$ cat config.mk
export PLATFORM = sky130hd
export DESIGN_NAME = adc_to_temperature_interpolator
export DESIGN_NICKNAME = d
export VERILOG_FILES = /design/src/sv/adctemp_pkg.sv /design/src/sv/adctemp_ctrl.sv /design/src/sv/adctemp_dp.sv /design/src/sv/adc_to_temperature_interpolator.sv
export SDC_FILE = /design/constraint.sdc
export NUM_CORES = 1
export LEC_CHECK = 0
export BUFFER_PORTS_ARGS = -buffer_cell sky130_fd_sc_hd__buf_2
export CORE_MARGIN = 2
export CORE_UTILIZATION = 53
export DETAILED_ROUTE_END_ITERATION = 8
export PLACE_DENSITY = 0.7
export REMOVE_ABC_BUFFERS = 1
export SLEW_MARGIN = 15
export SYNTH_ARGS = -nofsm -noshare
export SYNTH_HDL_FRONTEND = slang
export SYNTH_SLANG_ARGS = --single-unit
$ cat constraint.sdc
create_clock -name i_clk -period 6.3 [get_ports i_clk]
set_input_delay 0.63 -clock i_clk [delete_from_list [all_inputs] [get_ports i_clk]]
set_output_delay 0.63 -clock i_clk [all_outputs]
set_load 0.02 [all_outputs]
$ cat src/sv/adctemp_pkg.sv
// Shared constants, calibration table and control types of the ADC-to-temperature block.
`timescale 1ns / 1ps
`default_nettype none

package adctemp_pkg;

    // Field widths of the request and result channels.
    localparam int ADC_W      = 10;
    localparam int TEMP_OUT_W = 12;
    localparam int WHOLE_W    = 7;
    localparam int TENTHS_W   = 4;

    // Calibration table shape and fixed-point format.
    localparam int TABLE_POINTS  = 13;
    localparam int FRACTION_BITS = 5;
    localparam int IDX_W         = $clog2(TABLE_POINTS);

    // Point i stands for FIRST_DEG + STEP_DEG * i degrees.
    localparam int FIRST_DEG    = -20;
    localparam int STEP_DEG     = 5;
    localparam int STEP_SCALED  = STEP_DEG * (1 << FRACTION_BITS);
    localparam int FIRST_SCALED = FIRST_DEG * (1 << FRACTION_BITS);
    localparam int LAST_SCALED  = FIRST_SCALED + STEP_SCALED * (TABLE_POINTS - 1);
    localparam int BASE_SCALED  = FIRST_SCALED - STEP_SCALED;

    // Divider sizing: the dividend is STEP_SCALED times the offset into the interval.
    localparam int STEP_W = $clog2(STEP_SCALED + 1);
    localparam int NUM_W  = STEP_W + ADC_W;
    localparam int CNT_W  = $clog2(NUM_W + 1);

    // Internal signed width for the interpolated temperature.
    localparam int TEMP_W = TEMP_OUT_W + 2;

    // Tenths digit is the fraction times ten, so four extra bits hold the product.
    localparam int TENTHS_PROD_W = FRACTION_BITS + TENTHS_W;

    // Ascending converter readings of the calibration points.
    localparam logic [ADC_W-1:0] CAL_ROM [TABLE_POINTS] = '{
        10'd75,  10'd100, 10'd131, 10'd169, 10'd214, 10'd265, 10'd322,
        10'd384, 10'd447, 10'd512, 10'd574, 10'd633, 10'd687
    };

    // Commands from the controller to the datapath.
    typedef struct packed {
        logic load_sample;
        logic scan_step;
        logic div_start;
        logic div_step;
        logic load_out;
    } t_dp_cmd;

    // Status from the datapath to the controller.
    typedef struct packed {
        logic clamped;
        logic scan_hit;
        logic div_done;
        logic out_busy;
    } t_dp_status;

endpackage

`default_nettype wire

$ cat src/sv/adctemp_ctrl.sv
// Sequencing state machine of the ADC-to-temperature block.
`timescale 1ns / 1ps
`default_nettype none

module adctemp_ctrl
    import adctemp_pkg::*;
(
    input  wire        i_clk,
    input  wire        i_rst_n,
    input  wire        i_valid,
    output logic       o_ready,
    input  t_dp_status i_status,
    output t_dp_cmd    o_cmd
);

    typedef enum logic [4:0] {
        S_IDLE = 5'b00001,
        S_SCAN = 5'b00010,
        S_MUL  = 5'b00100,
        S_DIV  = 5'b01000,
        S_DONE = 5'b10000
    } t_state;

    t_state r_state;
    t_state n_state;

    assign o_ready = (r_state == S_IDLE);

    // Next state and datapath commands.
    always_comb begin
        n_state = r_state;
        o_cmd   = '0;
        case (r_state)
            S_IDLE: begin
                if (i_valid) begin
                    o_cmd.load_sample = 1'b1;
                    n_state           = S_SCAN;
                end
            end
            S_SCAN: begin
                if (i_status.clamped) begin
                    n_state = S_DONE;
                end else if (i_status.scan_hit) begin
                    n_state = S_MUL;
                end else begin
                    o_cmd.scan_step = 1'b1;
                end
            end
            S_MUL: begin
                o_cmd.div_start = 1'b1;
                n_state         = S_DIV;
            end
            S_DIV: begin
                if (i_status.div_done) begin
                    n_state = S_DONE;
                end else begin
                    o_cmd.div_step = 1'b1;
                end
            end
            S_DONE: begin
                if (!i_status.out_busy) begin
                    o_cmd.load_out = 1'b1;
                    n_state        = S_IDLE;
                end
            end
            default: begin
                n_state = S_IDLE;
            end
        endcase
    end

    // State register.
    always_ff @(posedge i_clk) begin
        if (!i_rst_n) begin
            r_state <= S_IDLE;
        end else begin
            r_state <= n_state;
        end
    end

    // An accepted request always starts a table scan.
    a_accept_scan: assert property (@(posedge i_clk) disable iff (!i_rst_n)
        (i_valid && o_ready) |=> (r_state == S_SCAN))
        else $error("accepted request did not start a scan");

    // A result is never written over one that is still waiting.
    a_no_overwrite: assert property (@(posedge i_clk) disable iff (!i_rst_n)
        o_cmd.load_out |-> !i_status.out_busy)
        else $error("result register loaded while occupied");

    // The divider is never stepped past its last quotient bit.
    a_div_bound: assert property (@(posedge i_clk) disable iff (!i_rst_n)
        o_cmd.div_step |-> !i_status.div_done)
        else $error("divider stepped after completion");

endmodule

`default_nettype wire

$ cat src/sv/adctemp_dp.sv
// Datapath: table scan, interval multiply, serial divider and result register.
`timescale 1ns / 1ps
`default_nettype none

module adctemp_dp
    import adctemp_pkg::*;
(
    input  wire                          i_clk,
    input  wire                          i_rst_n,
    input  wire        [ADC_W-1:0]       i_adc_sample,
    input  wire                          i_ready,
    input  t_dp_cmd                      i_cmd,
    output t_dp_status                   o_status,
    output logic                         o_valid,
    output logic signed [TEMP_OUT_W-1:0] o_temp_scaled,
    output logic signed [WHOLE_W-1:0]    o_whole_degrees,
    output logic        [TENTHS_W-1:0]   o_tenths_digit,
    output logic                         o_out_of_range
);

    logic [ADC_W-1:0] r_sample;
    logic [IDX_W-1:0] r_idx;
    logic [ADC_W-1:0] r_den;
    logic [ADC_W-1:0] r_rem;
    logic [NUM_W-1:0] r_dvd;
    logic [CNT_W-1:0] r_cnt;
    logic             r_out_valid;

    logic                     v_below;
    logic                     v_under;
    logic                     v_above;
    logic [ADC_W-1:0]         v_lo;
    logic [ADC_W-1:0]         v_hi;
    logic [ADC_W-1:0]         v_diff;
    logic [ADC_W-1:0]         v_den;
    logic [NUM_W-1:0]         v_prod;
    logic [ADC_W:0]           v_shift;
    logic [ADC_W:0]           v_trial;
    logic signed [TEMP_W-1:0] v_temp;
    logic signed [TEMP_W-1:0] v_whole;
    logic [TENTHS_PROD_W-1:0] v_tenths;

    // Range checks against the ends of the table.
    assign v_below = (r_sample <= CAL_ROM[0]);
    assign v_under = (r_sample <  CAL_ROM[0]);
    assign v_above = (r_sample >  CAL_ROM[TABLE_POINTS-1]);

    // Interval bounds at the current scan index.
    assign v_hi   = CAL_ROM[r_idx];
    assign v_lo   = CAL_ROM[r_idx - IDX_W'(1)];
    assign v_diff = r_sample - v_lo;
    assign v_den  = (v_hi > v_lo) ? (v_hi - v_lo) : ADC_W'(1);
    assign v_prod = NUM_W'(STEP_SCALED) * NUM_W'(v_diff);

    // One restoring division step: shift in a dividend bit, try the subtraction.
    assign v_shift = {r_rem, r_dvd[NUM_W-1]};
    assign v_trial = v_shift - {1'b0, r_den};

    // Status back to the controller.
    assign o_status.clamped  = v_below || v_above;
    assign o_status.scan_hit = (r_idx == IDX_W'(TABLE_POINTS - 1)) || (r_sample <= v_hi);
    assign o_status.div_done = (r_cnt == CNT_W'(NUM_W));
    assign o_status.out_busy = r_out_valid && !i_ready;

    // Final temperature: clamp values or the interval base plus the quotient.
    always_comb begin
        if (v_below) begin
            v_temp = TEMP_W'(FIRST_SCALED);
        end else if (v_above) begin
            v_temp = TEMP_W'(LAST_SCALED);
        end else begin
            v_temp = TEMP_W'(BASE_SCALED + STEP_SCALED * int'(r_idx))
                   + TEMP_W'(r_dvd[STEP_W-1:0]);
        end
        v_whole  = v_temp >>> FRACTION_BITS;
        v_tenths = TENTHS_PROD_W'(v_temp[FRACTION_BITS-1:0]) * TENTHS_PROD_W'(10);
    end

    // Sample capture and table scan index.
    always_ff @(posedge i_clk) begin
        if (i_cmd.load_sample) begin
            r_sample <= i_adc_sample;
            r_idx    <= IDX_W'(1);
        end else if (i_cmd.scan_step) begin
            r_idx <= r_idx + IDX_W'(1);
        end
    end

    // Serial divider: the product is loaded once, then one quotient bit per cycle.
    always_ff @(posedge i_clk) begin
        if (!i_rst_n) begin
            r_cnt <= '0;
        end else if (i_cmd.div_start) begin
            r_cnt <= '0;
        end else if (i_cmd.div_step) begin
            r_cnt <= r_cnt + CNT_W'(1);
        end
    end

    always_ff @(posedge i_clk) begin
        if (i_cmd.div_start) begin
            r_dvd <= v_prod;
            r_rem <= '0;
            r_den <= v_den;
        end else if (i_cmd.div_step) begin
            if (!v_trial[ADC_W]) begin
                r_rem <= v_trial[ADC_W-1:0];
                r_dvd <= {r_dvd[NUM_W-2:0], 1'b1};
            end else begin
                r_rem <= v_shift[ADC_W-1:0];
                r_dvd <= {r_dvd[NUM_W-2:0], 1'b0};
            end
        end
    end

    // Result register; it stays until the receiver takes it.
    always_ff @(posedge i_clk) begin
        if (!i_rst_n) begin
            r_out_valid <= 1'b0;
        end else if (i_cmd.load_out) begin
            r_out_valid <= 1'b1;
        end else if (i_ready) begin
            r_out_valid <= 1'b0;
        end
    end

    always_ff @(posedge i_clk) begin
        if (i_cmd.load_out) begin
            o_temp_scaled   <= v_temp[TEMP_OUT_W-1:0];
            o_whole_degrees <= v_whole[WHOLE_W-1:0];
            o_tenths_digit  <= v_tenths[TENTHS_PROD_W-1:FRACTION_BITS];
            o_out_of_range  <= v_under || v_above;
        end
    end

    assign o_valid = r_out_valid;

    // Inside an interval the quotient never exceeds one full step.
    a_quot_bound: assert property (@(posedge i_clk) disable iff (!i_rst_n)
        (o_status.div_done && !o_status.clamped) |-> (r_dvd <= NUM_W'(STEP_SCALED)))
        else $error("interpolation quotient exceeds one table step");

    // The remainder always stays below the divisor.
    a_rem_bound: assert property (@(posedge i_clk) disable iff (!i_rst_n)
        $past(i_cmd.div_step) |-> (r_rem < r_den))
        else $error("divider remainder not below divisor");

    // A loaded result is presented in the following cycle.
    a_load_valid: assert property (@(posedge i_clk) disable iff (!i_rst_n)
        i_cmd.load_out |=> o_valid)
        else $error("loaded result not presented");

endmodule

`default_nettype wire

$ cat src/sv/adc_to_temperature_interpolator.sv
// Top level of the ADC-to-temperature piecewise linear interpolator.
//
// One request carries a 10-bit converter reading on i_adc_sample, taken when i_valid
// and o_ready are both high. One result follows for each request: the temperature
// times 32 (o_temp_scaled), its floor whole degrees, a tenths digit and a flag for
// readings strictly outside the calibration table, whose result is clamped to the
// end temperature. Results are offered on o_valid and taken when i_ready is high.
// The block works on one request at a time. A reading at or below the first point or
// above the last ends the scan at once and goes straight to the final step. Otherwise
// the scan walks the table one point a cycle up to the interval found at index k, then
// a shift-and-subtract divider produces one quotient bit a cycle, and the result is
// loaded. o_ready returns the cycle after the result is loaded.
// The result register holds its value while i_ready is low; a new request is then
// still taken and computed, and waits in the final step until the register is free.
// Synchronous reset clears the sequencer and the result valid flag; the block is
// ready for a request in the first cycle after reset.
`timescale 1ns / 1ps
`default_nettype none

module adc_to_temperature_interpolator
    import adctemp_pkg::*;
(
    input  wire                          i_clk,
    input  wire                          i_rst_n,
    input  wire                          i_valid,
    output logic                         o_ready,
    input  wire        [ADC_W-1:0]       i_adc_sample,
    output logic                         o_valid,
    input  wire                          i_ready,
    output logic signed [TEMP_OUT_W-1:0] o_temp_scaled,
    output logic signed [WHOLE_W-1:0]    o_whole_degrees,
    output logic        [TENTHS_W-1:0]   o_tenths_digit,
    output logic                         o_out_of_range
);

    t_dp_cmd    w_cmd;
    t_dp_status w_status;

    // Sequencer.
    adctemp_ctrl u_ctrl (
        .i_clk    (i_clk),
        .i_rst_n  (i_rst_n),
        .i_valid  (i_valid),
        .o_ready  (o_ready),
        .i_status (w_status),
        .o_cmd    (w_cmd)
    );

    // Datapath with the result register.
    adctemp_dp u_dp (
        .i_clk           (i_clk),
        .i_rst_n         (i_rst_n),
        .i_adc_sample    (i_adc_sample),
        .i_ready         (i_ready),
        .i_cmd           (w_cmd),
        .o_status        (w_status),
        .o_valid         (o_valid),
        .o_temp_scaled   (o_temp_scaled),
        .o_whole_degrees (o_whole_degrees),
        .o_tenths_digit  (o_tenths_digit),
        .o_out_of_range  (o_out_of_range)
    );

endmodule

`default_nettype wire

==> results.py <==
metrics = {
    "outcome": {
        "status": "finished, final reports clean",
    },
    "place": {
        "place_ws_ns": 0.422,
        "dp_hpwl_um": 10600,
        "post-place-cells": 838,
        "port_buffers": 39,
        "gp_congestion": 0.944,
        "dpl-instance-area_um2": 6540,
    },
    "layout": {
        "final_cells": 854,
        "drive_gt1_share_pct": 11.8,
        "fin_area_um2": 6870,
        "nets": 804,
        "nFillCells": 973,
        "insertedDiodeCount": 0,
        "area_delta_synth_final_pct": 9.63,
    },
    "synth": {
        "synth-simple-area-share_pct": 15.3,
        "netlist_area_um2": 6260,
        "synth-async-reset-ratio_pct": 0,
        "ys_seq_area_share_pct": 33.6,
        "synth-edff-count": 50,
        "syn_inst": 677,
        "ys_seq_elements": 80,
        "synth_compound_area_share_pct": 17.3,
        "yosys.area_share.xor_xnor_pct": 6.81,
        "muxShareOfSynthArea_pct": 2.24,
        "synth_cell_types": 73,
        "synth.avg_cell_area_um2": 9.25,
        "ys.flop_type": "edfxtp_1",
        "synth_top_family_by_area": "adder cells",
        "synthAdderAreaFrac_pct": 18.2,
        "yosysWarnings": 0,
    },
    "timing": {
        "finalCritPeriodShare_pct": 93.3,
        "hold_viol_final": 0,
        "clock.fmax_mhz": 170,
        "clock_skew_ns": 0.0109,
        "maxSlewViolCount": 0,
        "tns_ns": 0,
        "rsz0062_at_grt": "no",
        "setup_viol_count_final": 0,
        "slew_headroom_pct": 32.9,
        "tightest_slew_ns": 0.982,
        "fin_ws_ns": 0.420,
        "fin_crit_ns": 5.88,
    },
    "floorplanning": {
        "die_x_um": 113,
        "dieArea_um2": 12700,
        "placementRows": 39,
        "pin_count": 40,
        "initial_core_util_pct": 54.6,
        "coreArea_um2": 11500,
        "die_h_um": 113,
    },
    "power": {
        "p_per_area_nw_per_um2": 306,
        "total_power_w": 0.00210,
        "power_leakage_nw": 3.01,
        "irDropWorstVdd_mv": 0.216,
    },
    "detailed_routing": {
        "vias_per_cell": 5.84,
        "detail-route-antenna-nets": 0,
        "drtIter0Drc": 299,
        "wl_per_cell_um": 16.1,
        "drc_errors": 0,
        "vias": 4987,
        "drt_first_pass_iters": 4,
        "drt-total-wl_um": 13800,
    },
    "clocking": {
        "clkTransAtPathRegs_ns": 0.07,
        "cts_tree": "built",
        "cts_buffers": 9,
        "htreeDepth": 3,
        "hold_buffers": 0,
        "insertion_delay_ns": 0.36,
        "clk_path_buf_depth": 2,
        "clock_tree.root_cell": "clkbuf_16",
        "cts.sinks": 80,
    },
    "critical_path": {
        "critPathKind": "register to register",
        "worstPathRequired_ns": 6.41,
        "critical_path.max_fanout": 11,
        "start_kind": "register",
        "worstPathArrival_ns": 5.99,
        "endpoint_kind": "register",
    },
    "global_routing": {
        "grt_pass1_vias": 4922,
        "grt_antenna_before_repair": 0,
        "grt_first_pass_wirelength_um": 23300,
        "grt_max_degree": 25,
        "grt.overflow.total": 0,
        "grt_usage_pct": 23.0,
    },
    "min_path": {
        "min_path_type": "input pin to register",
    },
    "job": {
        "cap_violations": 0,
    },
}
-- through the flow --
step	util, %	hold slack (ns)
CTS	59.9	0.441
global placement	57.1	0.441
floorplan	-	0.427
detailed placement	57.1	0.449
global route	59.9	0.445
finish	59.9	0.443
-- final cells by class --
type / count / area [um2] / area share (%)
Multi-Input combinational cell: 501 / 3760 / 54.8
Tap cell: 143 / 179 / 2.61
Timing Repair Buffer: 46 / 248 / 3.61
Clock buffer: 9 / 225 / 3.28
Inverter: 68 / 255 / 3.72
Clock inverter: 7 / 96.3 / 1.40
Sequential cell: 80 / 2100 / 30.6
-- synth_stat cells, types with 7 or more instances --
cell,n,area [um2]
nor3_1,15,75.1
nor2_1,42,158
mux2i_1,14,140
nand3_1,11,55.1
clkbuf_1,13,48.8
nor2b_1,17,106
nand2_1,64,240
a21boi_0,7,52.6
a21oi_1,30,150
ha_1,79,988
and2_1,12,75.1
xor2_1,18,158
inv_1,67,251
nand2b_1,7,43.8
dfxtp_1,30,601
buf_4,8,60.1
edfxtp_1,50,1500
a21o_1,11,82.6
o21a_1,9,67.6
o21ai_0,42,210
xnor2_1,25,219
nand4_1,7,43.8
-- power by group --
part	internal [W]	switching, W
Clock	0.000347	0.000226
Sequential	0.000584	0.0000162
Combinational	0.000410	0.000520
-- critical path, cell delays in order (launching register included) --
cell and delay, ns:
dfxtp_1 0.43, inv_1 0.23, ha_1 0.32, inv_1 0.10, ha_2 0.43, or4b_4 0.50, and3_1 0.30, xor2_1 0.18
ha_1 0.21, a21oi_4 0.05, maj3_2 0.35, o21bai_1 0.17, xor2_1 0.22, ha_1 0.28, ha_1 0.30, a21o_1 0.18
a21oi_1 0.23, o21ai_0 0.11, a21oi_1 0.26, o21bai_1 0.09, a21oi_1 0.23, xnor3_1 0.26, a22o_1 0.18
-- timing repair --
item | CTS | global route
gates resized for setup | 0 | 2
buffers inserted | 0 | 0
setup endpoints to repair | 0 | 2
-- cells by family after synthesis --
logic type               count (synthesis)
flip-flops                              80
AO/OA/AOI/OAI                          157
AND/OR/NAND/NOR                        196
XOR/XNOR                                45
buffers and inverters                   96
multiplexers                            14
adder cells (fa/ha/maj)                 89
-- sequential cells by signal (all words and copies together) (netlist names) --
| register | flops |
|---|---|
| u_dp.o_temp_scaled | 5 |
| u_dp.o_out_of_range | 1 |
| u_dp.r_sample | 10 |
| u_ctrl.r_state | 5 |
| u_dp.r_dvd | 18 |
| u_dp.o_whole_degrees | 7 |
| u_dp.o_tenths_digit | 4 |
| u_dp.r_rem | 10 |
| u_dp.o_valid | 1 |
| u_dp.r_cnt | 5 |
| u_dp.r_idx | 4 |
| u_dp.r_den | 10 |
-- layer usage --
layer	routed length [um]	vias to the layer above	share of wire, %	GRT usage, %
met3	736	28	5.3	4.23
met1	6100	2350	44	28.5
met2	6520	146	47	39.0
met4	428	0	3.1	10.3
li1	-	2463	-	-
met5	0	-	0	0
-- cells in the final DEF (no fill, tap or decap), types with 18 or more instances in the layout --
master     n
nand2_1   64
xnor2_1   25
a21oi_1   30
buf_2     39
nor2_1    42
dfxtp_1   29
o21ai_0   42
ha_1      78
xor2_1    18
edfxtp_1  50
inv_1     67
-- worst paths after layout --
path / startpoint / to / slack, ns / cells after the start
worst max-delay path: u_dp.r_idx[1] / u_dp.r_dvd[15] / 0.42 / 22
worst min-delay path: i_adc_sample[7] / u_dp.r_sample[7] / 0.44 / 1
worst max register to register: u_dp.r_idx[1] / u_dp.r_dvd[15] / 0.42 / 22
worst min register to register: u_dp.r_dvd[0] / u_dp.r_dvd[1] / 0.46 / 2
Power figures use the tool's default switching activity.
